==> src/design/tnrn_pkg.sv <==
// tnrn_pkg: shared types, byte codes and constant tables of the telnet receive negotiator
// no dependencies; used by tnrn_parser and telnet_receive_negotiator
package tnrn_pkg;

    localparam logic [7:0] B_IAC  = 8'd255;
    localparam logic [7:0] B_DONT = 8'd254;
    localparam logic [7:0] B_DO   = 8'd253;
    localparam logic [7:0] B_WONT = 8'd252;
    localparam logic [7:0] B_WILL = 8'd251;
    localparam logic [7:0] B_SB   = 8'd250;
    localparam logic [7:0] B_AYT  = 8'd246;
    localparam logic [7:0] B_SE   = 8'd240;
    localparam logic [7:0] B_NUL  = 8'h00;
    localparam logic [7:0] B_LF   = 8'h0A;
    localparam logic [7:0] B_CR   = 8'h0D;
    localparam logic [7:0] B_BS   = 8'h08;
    localparam logic [7:0] B_DEL  = 8'h7F;
    localparam logic [7:0] OPT_NAWS = 8'd31;

    localparam int SUB_LIMIT_DEF   = 255;
    localparam int NUM_OPTIONS_DEF = 4;

    localparam int TABLE_LEN = 4;
    localparam int OPT_IDX_W = 2;
    localparam int SUB_KEEP  = 5;
    localparam int AYT_LEN   = 15;
    localparam int DIM_W     = 15;

    localparam logic [DIM_W-1:0] COLS_RESET = 15'd80;
    localparam logic [DIM_W-1:0] ROWS_RESET = 15'd24;

    localparam logic [7:0] OPT_CODE [TABLE_LEN] = '{8'd1, 8'd3, 8'd3, 8'd31};
    localparam logic       OPT_REMOTE [TABLE_LEN] = '{1'b0, 1'b0, 1'b1, 1'b1};

    typedef enum logic [1:0] {
        OS_PENDING   = 2'd0,
        OS_REQUESTED = 2'd1,
        OS_AGREED    = 2'd2,
        OS_REJECTED  = 2'd3
    } opt_state_t;

    typedef enum logic [3:0] {
        PS_NORMAL = 4'd0,
        PS_CMD    = 4'd1,
        PS_WILL   = 4'd2,
        PS_WONT   = 4'd3,
        PS_DO     = 4'd4,
        PS_DONT   = 4'd5,
        PS_SUB    = 4'd6,
        PS_SUBEND = 4'd7,
        PS_RETURN = 4'd8
    } parse_state_t;

    typedef enum logic [2:0] {
        JOB_NONE  = 3'd0,
        JOB_CHAR  = 3'd1,
        JOB_AYT   = 3'd2,
        JOB_REPLY = 3'd3,
        JOB_START = 3'd4
    } job_kind_t;

    // burst of results that one item causes
    typedef struct packed {
        job_kind_t             kind;
        logic [7:0]            b1;
        logic [7:0]            b2;
        logic [TABLE_LEN-1:0]  mask;
    } job_t;

    localparam int AYT_IDX_W = 4;

    function automatic logic [7:0] ayt_byte(input logic [AYT_IDX_W-1:0] idx);
        logic [7:0] b;
        case (idx)
            4'd0:    b = 8'h0A;
            4'd1:    b = 8'h0D;
            4'd2:    b = 8'h5B;
            4'd3:    b = 8'h76;
            4'd4:    b = 8'h64;
            4'd5:    b = 8'h72;
            4'd6:    b = 8'h20;
            4'd7:    b = 8'h3A;
            4'd8:    b = 8'h20;
            4'd9:    b = 8'h79;
            4'd10:   b = 8'h65;
            4'd11:   b = 8'h73;
            4'd12:   b = 8'h5D;
            4'd13:   b = 8'h0A;
            4'd14:   b = 8'h0D;
            default: b = 8'h00;
        endcase
        return b;
    endfunction

endpackage

==> src/design/tnrn_cmd_if.sv <==
// tnrn_cmd_if: input channel of the telnet receive negotiator
// valid/ready handshake carrying action and received byte; no dependencies
interface tnrn_cmd_if;
    logic       valid;
    logic       ready;
    logic       action;
    logic [7:0] rx_byte;

    modport source (output valid, output action, output rx_byte, input ready);
    modport sink (input valid, input action, input rx_byte, output ready);
endinterface

==> src/design/tnrn_result_if.sv <==
// tnrn_result_if: result channel of the telnet receive negotiator
// valid/ready handshake carrying dest, byte, last flag and window size; no dependencies
interface tnrn_result_if;
    logic        valid;
    logic        ready;
    logic        dest;
    logic [7:0]  out_byte;
    logic        last;
    logic [14:0] cols;
    logic [14:0] rows;

    modport source (output valid, output dest, output out_byte, output last,
                    output cols, output rows, input ready);
    modport sink (input valid, input dest, input out_byte, input last,
                  input cols, input rows, output ready);
endinterface

==> src/design/tnrn_parser.sv <==
// tnrn_parser: telnet byte parser, option table, subnegotiation store and window size
// depends on tnrn_pkg; turns each accepted item into a result burst descriptor
module tnrn_parser #(
    parameter int SUB_LIMIT   = tnrn_pkg::SUB_LIMIT_DEF,
    parameter int NUM_OPTIONS = tnrn_pkg::NUM_OPTIONS_DEF
) (
    input  logic                             clk,
    input  logic                             rst_n,
    input  logic                             accept,
    input  logic                             action,
    input  logic [7:0]                       rx_byte,
    output tnrn_pkg::job_t                   job,
    output logic [tnrn_pkg::DIM_W-1:0]       cols,
    output logic [tnrn_pkg::DIM_W-1:0]       rows
);
    import tnrn_pkg::*;

    localparam int NUM_ENTRIES = (NUM_OPTIONS < TABLE_LEN) ? NUM_OPTIONS : TABLE_LEN;
    localparam int CNT_W       = $clog2(SUB_LIMIT + 1);

    parse_state_t      state_reg, state_next;
    opt_state_t        opt_reg  [NUM_ENTRIES];
    opt_state_t        opt_next [NUM_ENTRIES];
    logic [7:0]        sub_reg  [SUB_KEEP];
    logic [7:0]        sub_next [SUB_KEEP];
    logic [CNT_W-1:0]  count_reg, count_next;
    logic [DIM_W-1:0]  cols_reg, cols_next;
    logic [DIM_W-1:0]  rows_reg, rows_next;

    always_comb
    begin
        logic       plain;
        logic       accum;
        logic       found;
        logic       remote;
        logic       enable;
        logic [7:0] refuse;
        logic [7:0] agree;
        logic [15:0] w;
        logic [15:0] h;

        state_next = state_reg;
        opt_next   = opt_reg;
        sub_next   = sub_reg;
        count_next = count_reg;
        cols_next  = cols_reg;
        rows_next  = rows_reg;
        job.kind   = JOB_NONE;
        job.b1     = rx_byte;
        job.b2     = rx_byte;
        job.mask   = '0;
        plain      = 1'b0;
        accum      = 1'b0;
        found      = 1'b0;
        remote     = (state_reg == PS_WILL) || (state_reg == PS_WONT);
        enable     = (state_reg == PS_WILL) || (state_reg == PS_DO);
        refuse     = remote ? B_DONT : B_WONT;
        agree      = remote ? B_DO : B_WILL;
        w          = {sub_reg[1], sub_reg[2]};
        h          = {sub_reg[3], sub_reg[4]};

        if (accept)
        begin
            if (action)
            begin
                for (int k = 0; k < NUM_ENTRIES; k++)
                begin
                    if (opt_reg[k] == OS_PENDING)
                    begin
                        opt_next[k] = OS_REQUESTED;
                        job.mask[k] = 1'b1;
                    end
                end
                if (job.mask != '0)
                begin
                    job.kind = JOB_START;
                end
            end
            else
            begin
                case (state_reg)
                    PS_NORMAL:
                    begin
                        plain = 1'b1;
                    end
                    PS_RETURN:
                    begin
                        state_next = PS_NORMAL;
                        plain = (rx_byte != B_NUL) && (rx_byte != B_LF);
                    end
                    PS_CMD:
                    begin
                        state_next = PS_NORMAL;
                        case (rx_byte)
                            B_IAC:   job.kind = JOB_CHAR;
                            B_SB:    state_next = PS_SUB;
                            B_AYT:   job.kind = JOB_AYT;
                            B_WILL:  state_next = PS_WILL;
                            B_WONT:  state_next = PS_WONT;
                            B_DO:    state_next = PS_DO;
                            B_DONT:  state_next = PS_DONT;
                            default: state_next = PS_NORMAL;
                        endcase
                    end
                    PS_WILL, PS_WONT, PS_DO, PS_DONT:
                    begin
                        state_next = PS_NORMAL;
                        for (int i = 0; i < NUM_ENTRIES; i++)
                        begin
                            if (OPT_CODE[i] == rx_byte && OPT_REMOTE[i] == remote)
                            begin
                                found = 1'b1;
                                if (enable)
                                begin
                                    if (opt_reg[i] != OS_AGREED)
                                    begin
                                        if (opt_reg[i] != OS_REQUESTED)
                                        begin
                                            job.kind = JOB_REPLY;
                                            job.b1   = agree;
                                        end
                                        opt_next[i] = OS_AGREED;
                                    end
                                end
                                else
                                begin
                                    if (opt_reg[i] != OS_REJECTED)
                                    begin
                                        if (opt_reg[i] != OS_REQUESTED)
                                        begin
                                            job.kind = JOB_REPLY;
                                            job.b1   = refuse;
                                        end
                                        opt_next[i] = OS_REJECTED;
                                    end
                                end
                            end
                        end
                        if (!found)
                        begin
                            job.kind = JOB_REPLY;
                            job.b1   = refuse;
                        end
                    end
                    PS_SUB:
                    begin
                        if (rx_byte == B_IAC)
                        begin
                            state_next = PS_SUBEND;
                        end
                        else
                        begin
                            accum = 1'b1;
                        end
                    end
                    PS_SUBEND:
                    begin
                        state_next = PS_NORMAL;
                        if (rx_byte == B_IAC)
                        begin
                            accum = 1'b1;
                            state_next = PS_SUB;
                        end
                        else if (rx_byte == B_SE)
                        begin
                            count_next = '0;
                            if (count_reg == CNT_W'(SUB_KEEP) && sub_reg[0] == OPT_NAWS)
                            begin
                                if (!w[15])
                                begin
                                    cols_next = w[DIM_W-1:0];
                                end
                                if (!h[15])
                                begin
                                    rows_next = h[DIM_W-1:0];
                                end
                            end
                        end
                        else
                        begin
                            count_next = '0;
                        end
                    end
                    default:
                    begin
                        state_next = PS_NORMAL;
                    end
                endcase

                if (plain)
                begin
                    if (rx_byte == B_IAC)
                    begin
                        state_next = PS_CMD;
                    end
                    else if (rx_byte == B_BS)
                    begin
                        job.kind = JOB_CHAR;
                        job.b1   = B_DEL;
                    end
                    else if (rx_byte == B_CR)
                    begin
                        job.kind   = JOB_CHAR;
                        state_next = PS_RETURN;
                    end
                    else
                    begin
                        job.kind = JOB_CHAR;
                    end
                end

                if (accum && count_reg < CNT_W'(SUB_LIMIT))
                begin
                    if (count_reg < CNT_W'(SUB_KEEP))
                    begin
                        sub_next[count_reg[2:0]] = rx_byte;
                    end
                    count_next = count_reg + CNT_W'(1);
                end
            end
        end
    end

    always_ff @(posedge clk or negedge rst_n)
    begin
        if (!rst_n)
        begin
            state_reg <= PS_NORMAL;
            for (int k = 0; k < NUM_ENTRIES; k++)
            begin
                opt_reg[k] <= OS_PENDING;
            end
            count_reg <= '0;
            cols_reg  <= COLS_RESET;
            rows_reg  <= ROWS_RESET;
        end
        else
        begin
            state_reg <= state_next;
            opt_reg   <= opt_next;
            count_reg <= count_next;
            cols_reg  <= cols_next;
            rows_reg  <= rows_next;
        end
    end

    // subnegotiation bytes, undefined until written
    always_ff @(posedge clk)
    begin
        sub_reg <= sub_next;
    end

    assign cols = cols_reg;
    assign rows = rows_reg;

endmodule

==> src/design/telnet_receive_negotiator.sv <==
// telnet_receive_negotiator: top level, parser plus result burst sequencer
// depends on tnrn_pkg, tnrn_cmd_if, tnrn_result_if and tnrn_parser
//
//  channel  | modport | payload                               | per item
//  ---------+---------+---------------------------------------+------------------
//  cmd      | sink    | action, rx_byte                       | one item in
//  result   | source  | dest, out_byte, last, cols, rows      | 0 to 15 items out
//
// an item is parsed and the protocol state updated in the cycle it is accepted
// its results come from the burst register, one per cycle while result.ready is high, starting the next cycle
// a new item is taken while the last result of the previous one is taken
// items with one or no result run at one per cycle while result.ready is high
// reset puts the parser in normal state, all options pending, window 80 by 24
module telnet_receive_negotiator #(
    parameter int SUB_LIMIT   = tnrn_pkg::SUB_LIMIT_DEF,
    parameter int NUM_OPTIONS = tnrn_pkg::NUM_OPTIONS_DEF
) (
    input logic         clk,
    input logic         rst_n,
    tnrn_cmd_if.sink    cmd,
    tnrn_result_if.source result
);
    import tnrn_pkg::*;

    job_kind_t               kind_reg, kind_next;
    logic [AYT_IDX_W-1:0]    idx_reg, idx_next;
    logic [7:0]              b1_reg, b1_next;
    logic [7:0]              b2_reg, b2_next;
    logic [TABLE_LEN-1:0]    mask_reg, mask_next;

    job_t                    job;
    logic                    accept;
    logic                    take;
    logic                    last;
    logic                    dest;
    logic [7:0]              out_byte;
    logic [OPT_IDX_W-1:0]    entry;
    logic [DIM_W-1:0]        cols;
    logic [DIM_W-1:0]        rows;

    tnrn_parser #(
        .SUB_LIMIT   (SUB_LIMIT),
        .NUM_OPTIONS (NUM_OPTIONS)
    ) u_parser (
        .clk     (clk),
        .rst_n   (rst_n),
        .accept  (accept),
        .action  (cmd.action),
        .rx_byte (cmd.rx_byte),
        .job     (job),
        .cols    (cols),
        .rows    (rows)
    );

    // lowest pending entry of a start burst
    always_comb
    begin
        entry = '0;
        for (int i = TABLE_LEN - 1; i >= 0; i--)
        begin
            if (mask_reg[i])
            begin
                entry = OPT_IDX_W'(i);
            end
        end
    end

    always_comb
    begin
        dest     = 1'b1;
        out_byte = B_IAC;
        last     = 1'b0;
        case (kind_reg)
            JOB_CHAR:
            begin
                dest     = 1'b0;
                out_byte = b1_reg;
                last     = 1'b1;
            end
            JOB_AYT:
            begin
                dest     = 1'b0;
                out_byte = ayt_byte(idx_reg);
                last     = (idx_reg == AYT_IDX_W'(AYT_LEN - 1));
            end
            JOB_REPLY:
            begin
                if (idx_reg == AYT_IDX_W'(1))
                begin
                    out_byte = b1_reg;
                end
                else if (idx_reg == AYT_IDX_W'(2))
                begin
                    out_byte = b2_reg;
                end
                last = (idx_reg == AYT_IDX_W'(2));
            end
            JOB_START:
            begin
                if (idx_reg == AYT_IDX_W'(1))
                begin
                    out_byte = OPT_REMOTE[entry] ? B_DO : B_WILL;
                end
                else if (idx_reg == AYT_IDX_W'(2))
                begin
                    out_byte = OPT_CODE[entry];
                end
                last = (idx_reg == AYT_IDX_W'(2))
                    && ((mask_reg & (mask_reg - TABLE_LEN'(1))) == '0);
            end
            default:
            begin
                last = 1'b0;
            end
        endcase
    end

    assign take   = result.valid && result.ready;
    assign accept = cmd.valid && cmd.ready;

    assign cmd.ready       = (kind_reg == JOB_NONE) || (result.ready && last);
    assign result.valid    = (kind_reg != JOB_NONE);
    assign result.dest     = dest;
    assign result.out_byte = out_byte;
    assign result.last     = last;
    assign result.cols     = cols;
    assign result.rows     = rows;

    always_comb
    begin
        kind_next = kind_reg;
        idx_next  = idx_reg;
        b1_next   = b1_reg;
        b2_next   = b2_reg;
        mask_next = mask_reg;
        if (accept)
        begin
            kind_next = job.kind;
            idx_next  = '0;
            b1_next   = job.b1;
            b2_next   = job.b2;
            mask_next = job.mask;
        end
        else if (take)
        begin
            if (last)
            begin
                kind_next = JOB_NONE;
            end
            else if (kind_reg == JOB_START && idx_reg == AYT_IDX_W'(2))
            begin
                idx_next = '0;
                mask_next[entry] = 1'b0;
            end
            else
            begin
                idx_next = idx_reg + AYT_IDX_W'(1);
            end
        end
    end

    always_ff @(posedge clk or negedge rst_n)
    begin
        if (!rst_n)
        begin
            kind_reg <= JOB_NONE;
        end
        else
        begin
            kind_reg <= kind_next;
        end
    end

    always_ff @(posedge clk)
    begin
        idx_reg  <= idx_next;
        b1_reg   <= b1_next;
        b2_reg   <= b2_next;
        mask_reg <= mask_next;
    end

endmodule
==> src/flat_wrapper.sv <==
// flat-port wrapper written by rule: the top's interface ports become plain ports
module telnet_receive_negotiator_flat import tnrn_pkg::*;
#(
    parameter int SUB_LIMIT   = tnrn_pkg::SUB_LIMIT_DEF,
    parameter int NUM_OPTIONS = tnrn_pkg::NUM_OPTIONS_DEF
)
  (clk, rst_n, cmd_valid, cmd_action, cmd_rx_byte, cmd_ready, result_valid, result_dest, result_out_byte, result_last, result_cols, result_rows, result_ready);
  tnrn_cmd_if cmd_i ();
  tnrn_result_if result_i ();
  input logic clk;
  input logic rst_n;
  input wire logic [$bits(cmd_i.valid)-1:0] cmd_valid;
  input wire logic [$bits(cmd_i.action)-1:0] cmd_action;
  input wire logic [$bits(cmd_i.rx_byte)-1:0] cmd_rx_byte;
  output wire logic [$bits(cmd_i.ready)-1:0] cmd_ready;
  output wire logic [$bits(result_i.valid)-1:0] result_valid;
  output wire logic [$bits(result_i.dest)-1:0] result_dest;
  output wire logic [$bits(result_i.out_byte)-1:0] result_out_byte;
  output wire logic [$bits(result_i.last)-1:0] result_last;
  output wire logic [$bits(result_i.cols)-1:0] result_cols;
  output wire logic [$bits(result_i.rows)-1:0] result_rows;
  input wire logic [$bits(result_i.ready)-1:0] result_ready;
  assign cmd_i.valid = cmd_valid;
  assign cmd_i.action = cmd_action;
  assign cmd_i.rx_byte = cmd_rx_byte;
  assign cmd_ready = cmd_i.ready;
  assign result_valid = result_i.valid;
  assign result_dest = result_i.dest;
  assign result_out_byte = result_i.out_byte;
  assign result_last = result_i.last;
  assign result_cols = result_i.cols;
  assign result_rows = result_i.rows;
  assign result_i.ready = result_ready;
  telnet_receive_negotiator #(.SUB_LIMIT(SUB_LIMIT), .NUM_OPTIONS(NUM_OPTIONS)) u_core (.clk(clk), .rst_n(rst_n), .cmd(cmd_i), .result(result_i));
endmodule
==> config.mk <==
export PLATFORM = sky130hd
export DESIGN_NAME = telnet_receive_negotiator_flat
export DESIGN_NICKNAME = d
export VERILOG_FILES = /design/src/design/tnrn_pkg.sv /design/src/design/tnrn_cmd_if.sv /design/src/design/tnrn_result_if.sv /design/src/design/tnrn_parser.sv /design/src/design/telnet_receive_negotiator.sv /design/src/flat_wrapper.sv
export SDC_FILE = /design/constraint.sdc
export NUM_CORES = 1
export LEC_CHECK = 0
export ABC_AREA = 1
export BUFFER_PORTS_ARGS = -buffer_cell sky130_fd_sc_hd__buf_4
export CAP_MARGIN = 20
export CORE_AREA = 2 2 135 137
export CTS_CLUSTER_SIZE = 24
export DETAILED_ROUTE_END_ITERATION = 7
export DIE_AREA = 0 0 137 139
export GPL_TIMING_DRIVEN = 0
export PLACE_DENSITY = 0.67
export SLEW_MARGIN = 20
export SYNTH_ARGS = -nofsm -noshare
export SYNTH_HDL_FRONTEND = slang
export SYNTH_HIERARCHICAL = 1
export SYNTH_SLANG_ARGS = --single-unit
==> constraint.sdc <==
create_clock -name clk -period 3.7 [get_ports clk]
set_input_delay 1.11 -clock clk [delete_from_list [all_inputs] [get_ports clk]]
set_output_delay 1.11 -clock clk [all_outputs]
set_load 0.005 [all_outputs]
# --- After elaboration in Yosys (flattened, before gate mapping) ---
# Memories as Yosys holds them, arrays and structs flattened. A register that Yosys moved wholly into a read port is not among the register bits.
# Index checks and enable logic that the tools add are counted.
word_totals:
  memories: 1
  reg_bits: 117
  out_inout_bits: 42
  mem_bits_ro: 112
  inputBits: 13
memory_table:
  columns: ["name", "words", "width", "rd", "rd_ports_with_merged_regs", "write_ports", "line_no", "rtl"]
  rows:
  - ["(no name shown)", 16, 7, 1, 1, 0, "tnrn_pkg.sv:74", "case (idx)"]
op_classes:
  magnitude_cmp: 7
  mux: 130
  n_bitwise: 11
  add_sub_neg: 3
  eq_ne: 53
  n_reduce_logical: 54
ops:
  columns: ["op", "n"]
  rows:
  - ["two-way mux 11 bit", 23]
  - ["two-way mux 8 bit", 15]
  - ["== test 8 bit, second input constant", 8]
  - ["two-way mux 4 bit", 13]
  - ["two-way mux 2 bit", 25]
  - ["bitwise mux 40 bit", 1]
  - ["two-way mux 10 bit", 4]
  - ["case mux 8 bit (4 select lines)", 1]
  - ["two-way mux 1 bit", 29]
  - ["demux 8 bit (select 3 bit)", 1]
  - ["two-way mux 3 bit", 8]
  - ["AND reduction 6 bit", 4]
  - ["inequality test 2 x 1 -> 1 bit, second input constant", 10]
  - ["nonzero test 2 bit", 9]
  - ["binary-select mux 8 bit (select 2 bit)", 1]
  - ["== test 4 x 3 -> 1 bit, second input constant", 4]
  - ["== test 8 x 4 -> 1 bit, second input constant", 2]
  - ["inequality test 2 bit, second input constant", 8]
  - ["case mux 4 bit (4 select lines)", 1]
  - ["case mux 3 bit (5 select lines)", 1]
  - ["nonzero test 3 bit", 5]
  - ["logical AND 1 bit", 14]
  - ["AND reduction 7 bit", 2]
  - ["== test 4 x 2 -> 1 bit, second input constant", 3]
  - ["other kinds (44)", 66]

# --- Longest topological paths before layout ---
depth:
  ltp_word: 26
  mapped_depth: 19

# --- Modules after synthesis ---
# Netlist, hierarchy kept.
by_module_without_submodules:
  columns: ["mod", "n_inst", "area_each_um2", "cells_per_inst"]
  rows:
  - ["tnrn_parser", 1, 4626.9, 524]
  - ["telnet_receive_negotiator", 1, 2077.0, 242]

# --- Worst setup path before layout ---
# OpenSTA, ideal clock, no wires.
synth_path:
  kind: "input to register"
  start: "input result_ready"
  end: "register u_core/u_parser/sub_reg[0] (netlist name) (enable)"
  slack_ns: 0.583
  cell_stages: 10
  setup_ns: 0.383
  t_arrival_ns: 2.734
  n_path_buf: 0
  cell_sequence: "nand2_2 nand2_4 nand2_4 inv_2 inv_2 nor2_4 nand3_2 nor2_1 nand2_1 nor3_1"
synth_between:
  elab_chain_len: 4
synth_lines:
  columns: ["item", "line_no", "rtl"]
  rows:
  - ["start: declaration", "flat_wrapper.sv:22", "input wire logic [$bits(result_i.ready)-1:0] result_ready;"]
  - ["logical AND 1 bit", "telnet_receive_negotiator.sv:121", "assign cmd.ready = (kind_reg == JOB_NONE) || (result.ready && last);"]
  - ["logical OR 1 bit", "telnet_receive_negotiator.sv:121", null]
  - ["net cmd_ready", "flat_wrapper.sv:15", "output wire logic [$bits(cmd_i.ready)-1:0] cmd_ready;"]
  - ["logical AND 1 bit", "telnet_receive_negotiator.sv:119", "assign accept = cmd.valid && cmd.ready;"]
  - ["net u_core.accept", "telnet_receive_negotiator.sv:32", "logic accept;"]
  - ["AND reduction 4 bit (no line)", null, null]
  - ["end signal: assignment", "tnrn_parser.sv:250", "sub_reg <= sub_next;"]
  - ["end: declaration", "tnrn_parser.sv:24", "logic [7:0] sub_reg [SUB_KEEP];"]
# The timed path passes the listed nets, and every way through them passes these cells.
# A chain may end at the register's enable or synchronous reset.

# --- Final worst setup path ---
layout_path:
  start: "register u_core.kind_reg[0]"
  end: "output result_out_byte[6]"
layout_between:
  elab_chain_len: 2
  word_cells_on_any_way: 5
  cone_classes: "eq/ne: 4; mux: 1"
layout_lines:
  columns: ["item", "line_no", "rtl"]
  rows:
  - ["start: declaration", "telnet_receive_negotiator.sv:25", "job_kind_t kind_reg, kind_next;"]
  - ["start signal: assignment", "telnet_receive_negotiator.sv:170", "kind_reg <= kind_next;"]
  - ["== test 3 bit, or another cell as far along", "telnet_receive_negotiator.sv:73", "case (kind_reg)"]
  - ["case mux 8 bit (4 select lines) *", "telnet_receive_negotiator.sv:73", null]
  - ["end: declaration", "flat_wrapper.sv:18", "output wire logic [$bits(result_i.out_byte)-1:0] result_out_byte;"]
# Every way passes the cells marked *; elsewhere a longest branch is shown, timed or not.

==> qor.log <==
INFO  synthesis      synth_top_cell_by_area=sky130_fd_sc_hd__edfxtp_1
INFO  detailed_routing drt_iter0_markers=363
INFO  synthesis      synthesis.area=6700µm²
INFO  critical_path  timing.critical_path.required=2.59ns
INFO  critical_path  critical-path-slowest-cell=sky130_fd_sc_hd__nor3_1
INFO  outcome        status=finished clean
INFO  placed_design  post-dp-hpwl=10,800µm
INFO  timing         maxClockFrequency=0.293GHz
INFO  detailed_routing detailroute.via_count=5,364
INFO  synthesis      netlist_top_cells_area=sky130_fd_sc_hd__edfxtp_1 27%, sky130_fd_sc_hd__dfrtp_1 18%, sky130_fd_sc_hd__nand2_1 12%
INFO  cts            clk_transition_reported_paths=0.06ns
INFO  die            effective_utilization_at_floorplan=0.380
INFO  detailed_routing postRouteWirelength=15,300µm
INFO  synthesis      yosysUniqueCellTypes=48
INFO  hold_path      min_path_type=flop to flop
INFO  die            fp.dieH=139µm
INFO  pwr            vdd.ir_drop.worst=0.308mV
INFO  timing         rsz_0062_raised_after_global_routing=true
INFO  flow_run       cap_viol_max_count=0
INFO  layout         fin_util=0.453
INFO  critical_path  crit_path_cell_trace=inv_1 -> nand3_2 -> inv_1 -> nor3_1 -> a21oi_1 -> nand4_1 -> buf_4
INFO  synthesis      synth_sequential_area_ratio=0.500
INFO  synthesis      synth-async-reset-ratio=0.427
INFO  layout         design_area=8010µm²
INFO  cts            numCtsBuffers=17
INFO  die            core.rowCount=49
INFO  global_routing grt_antenna_before_repair=0
INFO  cts            cts_max_path_buffers=2
INFO  synthesis      synthDominantCellAreaShare=0.269
INFO  cts            clock_latency_of_the_later_clocked_register_in_the_worst_skew_pair=0.42ns
INFO  cts            ctsRootBufferMaster=sky130_fd_sc_hd__clkbuf_16
INFO  layout         seqCellArea=3350µm²
INFO  layout         antennaDiodeCount=0
INFO  timing         final_period_minus_worst_setup_slack=3.41ns
INFO  detailed_routing ant_nets=0
INFO  layout         multi_input_area=2900µm²
INFO  critical_path  crit_type=flop to primary output
INFO  placed_design  place.gp.congestion=0.879
INFO  placed_design  detailedPlace.worstSlack=-0.0744ns
INFO  layout         fill_cells=1,733
INFO  layout         largest_register_ff_count=40
INFO  layout         layout.nets=869
INFO  timing         setup_ws=0.292ns
INFO  timing         clock-skew-final=0.0124ns
INFO  timing         slew_violations=0
INFO  layout         drive_gt1_frac=0.225
INFO  pwr            power.density_cell_area=454nW/µm²
INFO  die            die_area=19,000µm²
INFO  placed_design  post_dp_cell_area=7400µm²
INFO  timing         worst_slew_pin_slew=0.710ns
INFO  cts            postCtsSetupRepairBufs=0
INFO  critical_path  cp_common_cell=sky130_fd_sc_hd__inv_1
INFO  global_routing grt_pass1_wl=25,700µm
INFO  placed_design  io_buffers=54
INFO  synthesis      mappedNetlistNets=796
INFO  detailed_routing drt-pass1-iter-count=5
INFO  synthesis      ys.warnings.count=6
INFO  timing         finalCritPeriodShare=0.921
INFO  detailed_routing wl_per_cell=14.1µm
INFO  cts            clkSinkCount=124
INFO  detailed_routing vias_per_cell=4.96
INFO  synthesis      syn_area_per_cell=8.75µm²
INFO  synthesis      synth-edff-count=60
INFO  die            core-area=17,700µm²
INFO  timing         hold_viol_final=0
INFO  synthesis      synth-seq-cells=124
INFO  die            die_width=137µm
INFO  layout         area_growth=19.4%
INFO  synthesis      synth_flop_cell=sky130_fd_sc_hd__edfxtp_1
INFO  pwr            design_power_total=3.64mW
INFO  global_routing grt_max_degree=54
INFO  cts            ctsHtreeMaxLevel=4
INFO  timing         setup_violations=0
INFO  cts            holdBufCountCts=0
INFO  critical_path  critical_path_peak_fanout=6
INFO  critical_path  max_stage_delay=0.52ns
INFO  global_routing groute.usage.overall=0.171
INFO  critical_path  crit_path_end_kind=primary output
INFO  cts            cts_tree=done
INFO  detailed_routing remaining_drc_errors=0
INFO  global_routing grt_overflow_total=0
INFO  synthesis      syn_inst=766
INFO  critical_path  setup.worst_path.start_class=flop
INFO  global_routing grt_pass1_vias=5,073
INFO  critical_path  worstPathArrival=2.30ns
INFO  die            io_pins=55
INFO  pwr            total_leakage_power=3.65nW
INFO  timing         relSlewSlack=0.524
==> synthesized netlist by cell type (13+ instances only) <==
cell / count
sky130_fd_sc_hd__a21oi_1: 13
sky130_fd_sc_hd__inv_1: 68
sky130_fd_sc_hd__nor2_1: 48
sky130_fd_sc_hd__edfxtp_1: 60
sky130_fd_sc_hd__nand4_1: 17
sky130_fd_sc_hd__nand2_1: 223
sky130_fd_sc_hd__nand3_1: 59
sky130_fd_sc_hd__o21ai_1: 16
sky130_fd_sc_hd__inv_2: 18
sky130_fd_sc_hd__ha_1: 17
sky130_fd_sc_hd__dfrtp_1: 49
sky130_fd_sc_hd__nor3_1: 21
sky130_fd_sc_hd__o21ai_0: 20
==> layout make-up <==
cell class                      count  area share
Tap cell                          229      0.0358
Inverter                           88      0.0414
Clock inverter                     14      0.0152
Sequential cell                   124       0.419
Multi-Input combinational cell    534       0.363
Clock buffer                       18      0.0563
Timing Repair Buffer               54      0.0506
Buffer                             20      0.0192
==> logic make-up after synthesis <==
family,synth area share
simple gates,0.303
fa+ha+maj,0.0317
xor+xnor,0.0118
compound gates,0.0806
buf+inv,0.0722
flops,0.500
==> through the flow <==
| step | instances | setup TNS (ns) | hold slack, ns |
|---|---|---|---|
| final | 1081 | 0 | 0.434 |
| after detailed placement | 1049 | -1.11 | 0.425 |
| after global placement | 1049 | -2.07 | 0.421 |
| after floorplan | 766 | 0 | 0.418 |
| after global routing | 1081 | -0.0674 | 0.450 |
| after CTS | 1081 | 0 | 0.438 |
==> repair_timing <==
| action | in CTS | in global routing |
|---|---|---|
| hold endpoints to repair | 0 | 0 |
| setup endpoints to repair | 32 | 38 |
| gates resized for setup | 4 | 5 |
==> worst paths after layout <==
path                       cells after the start  slack [ns]                            to                        start
max reg2reg                                   16        0.30   u_core/u_parser/sub_reg[16]            u_core/idx_reg[0]
max                                            7        0.29            result_out_byte[6]           u_core/kind_reg[0]
min                                            2        0.43      u_core/u_parser/cols[13]  u_core/u_parser/sub_reg[29]
min in group asynchronous                      1        0.74  u_core/u_parser/count_reg[5]                        rst_n
max in group asynchronous                      1        2.48            u_core/kind_reg[2]                        rst_n
min reg2reg                                    2        0.43      u_core/u_parser/cols[13]  u_core/u_parser/sub_reg[29]
==> where the power goes <==
group | internal (mW) | total (mW) | switching [mW]
logic | 0.171 | 0.510 | 0.338
registers | 1.51 | 1.55 | 0.0377
clock network | 0.919 | 1.58 | 0.663
==> metal layers <==
layer  share of wire  routed length (µm)  global-route usage  vias to the layer above
met5               0                   0                   0                        -
met1            0.47                7250               0.237                     2528
met3           0.039                 597              0.0387                       12
met2            0.48                7260               0.265                      114
li1                -                   -                   -                     2710
met4           0.010                 159              0.0510                        0
==> worst max-delay path: cells and delay by family, from the launching register on <==
| family | cells | cell delay [ns] |
|---|---|---|
| simple gates | 3 | 0.84 |
| flops | 1 | 0.48 |
| buf+inv | 3 | 0.40 |
| compound gates | 1 | 0.17 |
==> placed cells by master (no fill, tap or decap), types with 13 or more instances in the layout <==
| master | Yosys | final |
|---|---|---|
| sky130_fd_sc_hd__o21ai_0 | 20 | 19 |
| sky130_fd_sc_hd__clkbuf_16 | 0 | 18 |
| sky130_fd_sc_hd__buf_4 | 12 | 66 |
| sky130_fd_sc_hd__inv_2 | 18 | 18 |
| sky130_fd_sc_hd__nand3_1 | 59 | 59 |
| sky130_fd_sc_hd__inv_1 | 68 | 68 |
| sky130_fd_sc_hd__dfrtp_1 | 49 | 49 |
| sky130_fd_sc_hd__o21ai_1 | 16 | 17 |
| sky130_fd_sc_hd__nand4_1 | 17 | 17 |
| sky130_fd_sc_hd__nor2_1 | 48 | 48 |
| sky130_fd_sc_hd__a21oi_1 | 13 | 13 |
| sky130_fd_sc_hd__nor3_1 | 21 | 16 |
| sky130_fd_sc_hd__ha_1 | 17 | 17 |
| sky130_fd_sc_hd__edfxtp_1 | 60 | 60 |
| sky130_fd_sc_hd__nand2_1 | 223 | 223 |
Note: power is estimated with default switching activity, not from simulation.
